[config.mk]
export PLATFORM = sky130hd
export DESIGN_NAME = char_lcd_4bit_command_sequencer
export DESIGN_NICKNAME = d
export VERILOG_FILES = /design/src/design/lcdseq_pkg.sv /design/src/design/lcdseq_dispatch.sv /design/src/design/lcdseq_useq.sv /design/src/design/char_lcd_4bit_command_sequencer.sv
export VERILOG_INCLUDE_DIRS = /design/src /design/src/design
export SDC_FILE = /design/constraint.sdc
export NUM_CORES = 1
export LEC_CHECK = 0
export ABC_AREA = 1
export BUFFER_PORTS_ARGS = -buffer_cell sky130_fd_sc_hd__buf_2
export CORE_ASPECT_RATIO = 1.4
export CORE_MARGIN = 4
export CORE_UTILIZATION = 38
export DETAILED_ROUTE_END_ITERATION = 8
export PLACE_DENSITY = 0.7
export SLEW_MARGIN = 10
export SYNTH_ARGS = -nofsm -noshare
export SYNTH_HDL_FRONTEND = slang
export SYNTH_SLANG_ARGS = --single-unit
[constraint.sdc]
create_clock -name clk_i -period 1.9 [get_ports clk_i]
set_input_delay 0.095 -clock clk_i [delete_from_list [all_inputs] [get_ports clk_i]]
set_output_delay 0.095 -clock clk_i [all_outputs]
set_load 0.05 [all_outputs]
[src/design/char_lcd_4bit_command_sequencer_assert.svh]
// assertion macros used by the lcd sequencer (lcdseq_useq)
// expects clk_i and rst_ni in the scope of use
`ifndef CHAR_LCD_4BIT_COMMAND_SEQUENCER_ASSERT_SVH
`define CHAR_LCD_4BIT_COMMAND_SEQUENCER_ASSERT_SVH

// same-cycle implication
`define LCDSEQ_ASSERT_IMPL(lbl, ante, cons, msg) \
  lbl: assert property (@(posedge clk_i) disable iff (!rst_ni) (ante) |-> (cons)) \
    else $error(msg);

// next-cycle implication
`define LCDSEQ_ASSERT_NEXT(lbl, ante, cons, msg) \
  lbl: assert property (@(posedge clk_i) disable iff (!rst_ni) (ante) |=> (cons)) \
    else $error(msg);

`endif

[src/design/lcdseq_pkg.sv]
`default_nettype none

package lcdseq_pkg;

  typedef struct packed {
    logic [1:0]        cmd;
    logic [7:0]        char_code;
    logic signed [7:0] column;
    logic [1:0]        row;
    logic [2:0]        glyph_slot;
    logic [2:0]        glyph_row;
    logic [7:0]        glyph_bits;
  } lcd_req_t;

  typedef struct packed {
    logic       reg_select;
    logic [3:0] nibble;
    logic       wait_busy;
    logic [3:0] delay_before_ms;
    logic [2:0] delay_after_ms;
    logic       last;
  } lcd_res_t;

  typedef enum logic [1:0] {
    CMD_PUT_CHAR = 2'd0,
    CMD_GOTO     = 2'd1,
    CMD_INIT     = 2'd2,
    CMD_CGRAM    = 2'd3
  } cmd_e;

  // control characters
  localparam logic [7:0] ChFormFeed  = 8'h0C;
  localparam logic [7:0] ChNewline   = 8'h0A;
  localparam logic [7:0] ChBackspace = 8'h08;

  // instruction bytes and fields, newline target position
  localparam logic [7:0] InsShiftLeft  = 8'h10;
  localparam logic [7:0] InsDdramFlag  = 8'h80;
  localparam logic [1:0] InsCgramHi    = 2'b01;
  localparam logic [7:0] NewlineColumn = 8'h01;
  localparam logic [1:0] NewlineRow    = 2'd2;

  function automatic logic [7:0] line_base(input logic [1:0] row);
    logic [7:0] base;
    unique case (row)
      2'd0:    base = 8'h80;
      2'd1:    base = 8'hC0;
      2'd2:    base = 8'h94;
      default: base = 8'hD4;
    endcase
    return base;
  endfunction

  // microprogram layout
  localparam int unsigned PcW     = 5;
  localparam int unsigned ProgLen = 20;
  localparam logic [PcW-1:0] EntryInit  = PcW'(0);
  localparam logic [PcW-1:0] EntryByte  = PcW'(12);
  localparam logic [PcW-1:0] EntryCgram = PcW'(14);
  localparam logic [PcW-1:0] EntryClear = PcW'(18);

  typedef enum logic [2:0] {
    NIB_CONST  = 3'd0,
    NIB_OP0_HI = 3'd1,
    NIB_OP0_LO = 3'd2,
    NIB_OP1_HI = 3'd3,
    NIB_OP1_LO = 3'd4
  } nib_sel_e;

  typedef enum logic [1:0] {
    RS_INSTR = 2'd0,
    RS_DATA  = 2'd1,
    RS_REQ   = 2'd2
  } rs_sel_e;

  typedef struct packed {
    nib_sel_e   nib_sel;
    logic [3:0] konst;
    rs_sel_e    rs_sel;
    logic       busy;
    logic [3:0] before_ms;
    logic [2:0] after_ms;
    logic       last;
  } ucode_t;

  // dispatch result handed to the sequencer
  typedef struct packed {
    logic           go;
    logic [PcW-1:0] entry;
    logic [7:0]     op0;
    logic [7:0]     op1;
    logic           rs_data;
  } dispatch_t;

  function automatic ucode_t uw(input nib_sel_e sel, input logic [3:0] k, input rs_sel_e rs,
                                input logic busy, input logic [3:0] bef,
                                input logic [2:0] aft, input logic last);
    ucode_t w;
    w.nib_sel   = sel;
    w.konst     = k;
    w.rs_sel    = rs;
    w.busy      = busy;
    w.before_ms = bef;
    w.after_ms  = aft;
    w.last      = last;
    return w;
  endfunction

  function automatic ucode_t ucode_rom(input logic [PcW-1:0] pc);
    ucode_t w;
    unique case (pc)
      // wake-up nibbles
      5'd0:  w = uw(NIB_CONST, 4'h3, RS_INSTR, 1'b0, 4'd15, 3'd5, 1'b0);
      5'd1:  w = uw(NIB_CONST, 4'h3, RS_INSTR, 1'b0, 4'd0, 3'd5, 1'b0);
      5'd2:  w = uw(NIB_CONST, 4'h3, RS_INSTR, 1'b0, 4'd0, 3'd5, 1'b0);
      5'd3:  w = uw(NIB_CONST, 4'h2, RS_INSTR, 1'b0, 4'd0, 3'd0, 1'b0);
      // setup bytes: function set, display on, clear, entry mode
      5'd4:  w = uw(NIB_CONST, 4'h2, RS_INSTR, 1'b1, 4'd0, 3'd0, 1'b0);
      5'd5:  w = uw(NIB_CONST, 4'h8, RS_INSTR, 1'b0, 4'd0, 3'd0, 1'b0);
      5'd6:  w = uw(NIB_CONST, 4'h0, RS_INSTR, 1'b1, 4'd0, 3'd0, 1'b0);
      5'd7:  w = uw(NIB_CONST, 4'hC, RS_INSTR, 1'b0, 4'd0, 3'd0, 1'b0);
      5'd8:  w = uw(NIB_CONST, 4'h0, RS_INSTR, 1'b1, 4'd0, 3'd0, 1'b0);
      5'd9:  w = uw(NIB_CONST, 4'h1, RS_INSTR, 1'b0, 4'd0, 3'd0, 1'b0);
      5'd10: w = uw(NIB_CONST, 4'h0, RS_INSTR, 1'b1, 4'd0, 3'd0, 1'b0);
      5'd11: w = uw(NIB_CONST, 4'h6, RS_INSTR, 1'b0, 4'd0, 3'd0, 1'b1);
      // one byte from operand 0
      5'd12: w = uw(NIB_OP0_HI, 4'h0, RS_REQ, 1'b1, 4'd0, 3'd0, 1'b0);
      5'd13: w = uw(NIB_OP0_LO, 4'h0, RS_REQ, 1'b0, 4'd0, 3'd0, 1'b1);
      // cgram address then pattern
      5'd14: w = uw(NIB_OP0_HI, 4'h0, RS_INSTR, 1'b1, 4'd0, 3'd0, 1'b0);
      5'd15: w = uw(NIB_OP0_LO, 4'h0, RS_INSTR, 1'b0, 4'd0, 3'd0, 1'b0);
      5'd16: w = uw(NIB_OP1_HI, 4'h0, RS_DATA, 1'b1, 4'd0, 3'd0, 1'b0);
      5'd17: w = uw(NIB_OP1_LO, 4'h0, RS_DATA, 1'b0, 4'd0, 3'd0, 1'b1);
      // clear display, long wait after
      5'd18: w = uw(NIB_CONST, 4'h0, RS_INSTR, 1'b1, 4'd0, 3'd0, 1'b0);
      5'd19: w = uw(NIB_CONST, 4'h1, RS_INSTR, 1'b0, 4'd0, 3'd2, 1'b1);
      default: w = uw(NIB_CONST, 4'h0, RS_INSTR, 1'b0, 4'd0, 3'd0, 1'b1);
    endcase
    return w;
  endfunction

endpackage

`default_nettype wire

[src/design/lcdseq_dispatch.sv]
`default_nettype none

module lcdseq_dispatch (
  input  lcdseq_pkg::lcd_req_t  req_i,
  output lcdseq_pkg::dispatch_t dsp_o
);
  import lcdseq_pkg::*;

  logic [7:0] goto_addr;

  assign goto_addr = (line_base(req_i.row) + req_i.column[7:0]) | InsDdramFlag;

  always_comb begin
    dsp_o.go      = 1'b1;
    dsp_o.entry   = EntryByte;
    dsp_o.op0     = req_i.char_code;
    dsp_o.op1     = req_i.glyph_bits;
    dsp_o.rs_data = 1'b0;
    unique case (cmd_e'(req_i.cmd))
      CMD_PUT_CHAR: begin
        unique case (req_i.char_code)
          ChFormFeed:  dsp_o.entry = EntryClear;
          ChNewline:   dsp_o.op0 = (line_base(NewlineRow) + NewlineColumn) | InsDdramFlag;
          ChBackspace: dsp_o.op0 = InsShiftLeft;
          default:     dsp_o.rs_data = 1'b1;
        endcase
      end
      CMD_GOTO: begin
        dsp_o.go  = ~req_i.column[7];
        dsp_o.op0 = goto_addr;
      end
      CMD_INIT: dsp_o.entry = EntryInit;
      CMD_CGRAM: begin
        dsp_o.entry = EntryCgram;
        dsp_o.op0   = {InsCgramHi, req_i.glyph_slot, req_i.glyph_row};
      end
      default: dsp_o.go = 1'b0;
    endcase
  end

endmodule

`default_nettype wire

[src/design/lcdseq_useq.sv]
`default_nettype none

module lcdseq_useq (
  input  wire                       clk_i,
  input  wire                       rst_ni,
  input  wire                       start_i,
  input  lcdseq_pkg::dispatch_t     dsp_i,
  output logic                      busy_o,
  output logic                      out_valid_o,
  input  wire                       out_ready_i,
  output lcdseq_pkg::lcd_res_t      out_res_o
);
  import lcdseq_pkg::*;

  logic           running_q, running_d;
  logic [PcW-1:0] pc_q, pc_d;
  logic [7:0]     op0_q, op1_q;
  logic           rs_data_q;
  logic           out_valid_q, out_valid_d;
  lcd_res_t       out_res_q, out_res_d;
  ucode_t         word;
  logic           fire;
  logic [3:0]     nib;
  logic           rs;

  assign word = ucode_rom(pc_q);
  assign fire = running_q & (~out_valid_q | out_ready_i);

  always_comb begin
    case (word.nib_sel)
      NIB_OP0_HI: nib = op0_q[7:4];
      NIB_OP0_LO: nib = op0_q[3:0];
      NIB_OP1_HI: nib = op1_q[7:4];
      NIB_OP1_LO: nib = op1_q[3:0];
      default:    nib = word.konst;
    endcase
    case (word.rs_sel)
      RS_DATA: rs = 1'b1;
      RS_REQ:  rs = rs_data_q;
      default: rs = 1'b0;
    endcase
  end

  always_comb begin
    running_d   = running_q;
    pc_d        = pc_q;
    out_valid_d = out_valid_q;
    out_res_d   = out_res_q;
    if (out_ready_i) begin
      out_valid_d = 1'b0;
    end
    if (start_i) begin
      running_d = 1'b1;
      pc_d      = dsp_i.entry;
    end else if (fire) begin
      pc_d = pc_q + PcW'(1);
      if (word.last) begin
        running_d = 1'b0;
      end
    end
    if (fire) begin
      out_valid_d               = 1'b1;
      out_res_d.reg_select      = rs;
      out_res_d.nibble          = nib;
      out_res_d.wait_busy       = word.busy;
      out_res_d.delay_before_ms = word.before_ms;
      out_res_d.delay_after_ms  = word.after_ms;
      out_res_d.last            = word.last;
    end
  end

  always_ff @(posedge clk_i or negedge rst_ni) begin
    if (!rst_ni) begin
      running_q   <= 1'b0;
      pc_q        <= '0;
      out_valid_q <= 1'b0;
    end else begin
      running_q   <= running_d;
      pc_q        <= pc_d;
      out_valid_q <= out_valid_d;
    end
  end

  always_ff @(posedge clk_i) begin
    out_res_q <= out_res_d;
    if (start_i) begin
      op0_q     <= dsp_i.op0;
      op1_q     <= dsp_i.op1;
      rs_data_q <= dsp_i.rs_data;
    end
  end

  assign busy_o      = running_q;
  assign out_valid_o = out_valid_q;
  assign out_res_o   = out_res_q;

`include "char_lcd_4bit_command_sequencer_assert.svh"

  `LCDSEQ_ASSERT_IMPL(a_pc_in_program, running_q, pc_q < PcW'(ProgLen), "pc outside program")
  `LCDSEQ_ASSERT_NEXT(a_last_ends_run, fire && word.last, !running_q, "run continues past last")
  `LCDSEQ_ASSERT_NEXT(a_fire_fills_out, fire, out_valid_q && (out_res_q.last == $past(word.last)),
                      "issued step not in output register")

endmodule

`default_nettype wire

[src/design/char_lcd_4bit_command_sequencer.sv]
// a taken request loads pc and operands; the first nibble is then registered
// throughput: one nibble per cycle while the output is taken, from a step counter
//   walking a microcode rom
// a go-to with negative column is taken and retires with no output
// reset: rst_ni asynchronous active low, clears run flag, pc and output valid
`default_nettype none

module char_lcd_4bit_command_sequencer (
  input  wire                   clk_i,
  input  wire                   rst_ni,
  input  wire                   in_valid_i,
  output logic                  in_ready_o,
  input  lcdseq_pkg::lcd_req_t  in_req_i,
  output logic                  out_valid_o,
  input  wire                   out_ready_i,
  output lcdseq_pkg::lcd_res_t  out_res_o
);
  import lcdseq_pkg::*;

  // decoded entry point and operand bytes for the incoming request
  dispatch_t dsp;
  // sequencer still walking a program
  logic      seq_busy;
  // a request transaction that starts a program
  logic      start;

  lcdseq_dispatch u_dispatch (
    .req_i (in_req_i),
    .dsp_o (dsp)
  );

  // a new request is taken whenever no program is running, even while the
  // last nibble of the previous one still sits in the output register
  assign in_ready_o = ~seq_busy;
  assign start      = in_valid_i & in_ready_o & dsp.go;

  lcdseq_useq u_useq (
    .clk_i       (clk_i),
    .rst_ni      (rst_ni),
    .start_i     (start),
    .dsp_i       (dsp),
    .busy_o      (seq_busy),
    .out_valid_o (out_valid_o),
    .out_ready_i (out_ready_i),
    .out_res_o   (out_res_o)
  );

endmodule

`default_nettype wire
==> results.md <==
- Status: finished clean
- Minimum clock period: 1570 ps
- Worst EP required: a little under 2000 ps
- Synth Register Bits: 34
- HP Start: out_ready_i
- Fin cells: approximately 410
- Initial antenna violation count: 0
- Peak Freq: ~0.64 GHz
- Synth Warn #: 0
- Hold depth: 4
- DR WL/cell: roughly 12 um
- Total Wirelength: approximately 4700 um
- Largest net degree at the start of global routing: 18
- Die X: 72.0 um
- Total gr overflow: 0
- Hold Path Class: input pin to flip-flop
- Syn_area_per_cell: slightly below 8 um^2
- Setup WS post-layout: roughly 330 ps
- Startpoint types: flip-flop
- Fill cell count: 560
- Pre-Repair DR Iteration Count: 6
- Post-synth ARST share: around a fifth
- Mapped Cells: around 270
- Lkg Pwr: ~0.0014 uW
- Drt drc: 0
- Sequential-to-total area share from yosys stat: between 40% and 50%
- Core Area: 5530 um^2
- Final net count: approximately 380
- Final setup viols: 0
- Period Utilization, post-route: roughly 83%
- Slowest CP cell: dfrtp_1
- Mapped Area: 2180 um^2
- Post-CTS Setup Inserts: 0
- IO Pins: 54
- Cts repair resizes: 0
- Clock Pin Slew Worst Setup and Hold Paths: ~70 ps
- R2R Setup Slk: ~330 ps
- Clock root buffer: clkbuf_8
- Cell taking the most area after synthesis: edfxtp_1
- Slew @ Worst Pin: between 400 and 500 ps
- RR Startpoint: u_useq.pc_q[0]
- First-pass GRT wire length: between 7000 and 8000 um
- Netlist cell types: 29
- Routability Congestion: between 0.8 and 0.9
- Vias: 1958
- Synth Net Count: 321
- Post-synth EDFFs: 27
- Worst reg2reg path depth: 7
- Top post-synthesis cells by count: 77 x nand2_1, 40 x inv_1, 37 x nand3_1, 28 x nor2_1, 27 x edfxtp_1
- Crit-path max FO: 7
- Number of global-route vias before repair: between 1500 and 2000
- GRT Total Usage: around 14%
- Final Hold Fails: 0
- CP Capture Type: flip-flop
- P per Cell Area: 1290 nW/um^2
- Iter 0 DRT Violations: 73
- Area contributors post-synth: edfxtp_1 37%, nand2_1 13%, nand3_1 8.5%
- Share of post-route cells with drive strength above 1: a little under a quarter
- Clock buffer depth: 2
- Max-Cap Viols: 0
- CP Class: flip-flop to flip-flop
- CP startpoint: u_useq.pc_q[0]
- Area grow syn2layout: 22.3%
- Peak supply drop: about 0.33 mV
- CP Cell Sequence: inv_1 > ha_1 > nand3_4 > nor2_2 > nand2_2 > nand3_1 > nand2_1
- Endpoint, Worst Hold: u_useq.out_valid_o
- Post-Place Cells: ~390
- Initial Util: approximately 39%
- CTS tree: done
- Critical R2R Capture: u_useq.out_res_o[10]
- H-tree lvl count: 2
- Final Max Slew Viols: 0
- Antenna Cells: 0
- Total power: between 3000 and 4000 uW
- Routed Antenna Nets: 0
- Num Clock Sinks: 34
- Pre-CTS setup slack: 340 ps
- Rel. slew slack: ~73%
- Die height: 97.5 um
- Core Util, Final: about half
- Overall die area: ~7000 um^2
- Post-DP HPWL: about 3800 um
- Via density: 4.82
- Input/output buffers: 53
- Crit path largest cell delay: between 400 and 500 ps
- Data arrival time of the worst path: 1610 ps
- Top cell type's share of synthesized area: between 30% and 40%
- Clk_lat worst skew: 290 ps
- RSZ-0062 raised after global routing: false
- Count leader, synth: nand2_1
- FP Rows: 32
- Main synth FF type: edfxtp_1
- Final TNS setup: 0 ps
- Clk_skew: between 6 and 7 ps
- Total CTS buffers: 5
## worst max path at each step
| stage | endpoint |
|---|---|
| after detailed placement | u_useq.out_res_o[10] |
| after global placement | u_useq.out_res_o[10] |
| final | u_useq.out_res_o[10] |
| after CTS | u_useq.out_res_o[10] |
| after global routing | u_useq.out_res_o[10] |
| after floorplan | u_useq.op0_q[0] |
## metal layers
layer  global-route usage (%)  routed length, um  vias up
met1                     13.5               1730      880
met5                        0                  0        -
met2                     27.5               2610       63
met4                     6.95                131        0
li1                         -                  -     1004
met3                     2.48                237       11
## power breakdown
group          internal [uW]  leakage, uW  switching, uW
Combinational            455     0.000974           1230
Sequential              1090     0.000339            149
Clock                    253    0.0000450            251
Total                   1800      0.00136           1630
## layout by cell type (no fill, tap or decap), types with 4 or more instances in the layout
| cell type | netlist | routed |
|---|---|---|
| a22o_1 | 4 | 4 |
| edfxtp_1 | 27 | 27 |
| nor2_2 | 4 | 4 |
| buf_2 | 1 | 53 |
| nand2_1 | 77 | 77 |
| dlygate4sd3_1 | 0 | 9 |
| clkbuf_8 | 0 | 5 |
| ha_1 | 9 | 9 |
| o21ai_0 | 5 | 5 |
| dfrtp_1 | 7 | 7 |
| nand3_1 | 37 | 37 |
| nor2_1 | 28 | 28 |
| nand2_2 | 4 | 4 |
| inv_1 | 40 | 40 |
## logic make-up (layout without fill, tap and decap cells)
family / count (synthesis) / in the layout / synth area share, %
AND/OR/NAND/NOR: 164 / 164 / 34.7
XOR/XNOR: 1 / 1 / 0.403
flip-flops: 34 / 34 / 45.3
adder cells (fa/ha/maj): 9 / 9 / 5.18
buffers and inverters: 52 / 116 / 10.1
AO/OA/AOI/OAI: 14 / 14 / 4.31
## worst max-delay path, delay by kind of cell, from the launching register on
family	cells	cell delay (ps)
flops	1	430
fa+ha+maj	1	230
simple gates	5	540
buf+inv	1	120
## final cells by class
class	count	area, um^2	share of cell area [%]
clock buffers	6	72.6	2.73
clock inverters	2	10.0	0.376
inverters	45	174	6.54
multi-input cells	188	970	36.5
flip-flops and latches	34	986	37.1
well taps	68	85.1	3.20
repair buffers	63	363	13.6
## flip-flops by register name, summed over array words and instances, names as in the netlist
name	cells
u_useq.out_res_o	10
u_useq.rs_data_q	1
u_useq.busy_o	1
u_useq.pc_q	5
u_useq.op0_q	8
u_useq.op1_q	8
u_useq.out_valid_o	1
## metrics by stage
stage	instance area [um^2]	hold slack, ps
finish	2660	51.9
global route	2660	88.1
CTS	2660	48.7
detailed placement	2490	-64.7
global placement	2490	-68.6
floorplan	2180	-201
## repair_timing
action	in CTS	in global routing
hold buffers	9	0
hold endpoints to repair	15	0
setup endpoints to repair	0	0
(Power assumes the default switching activity.)
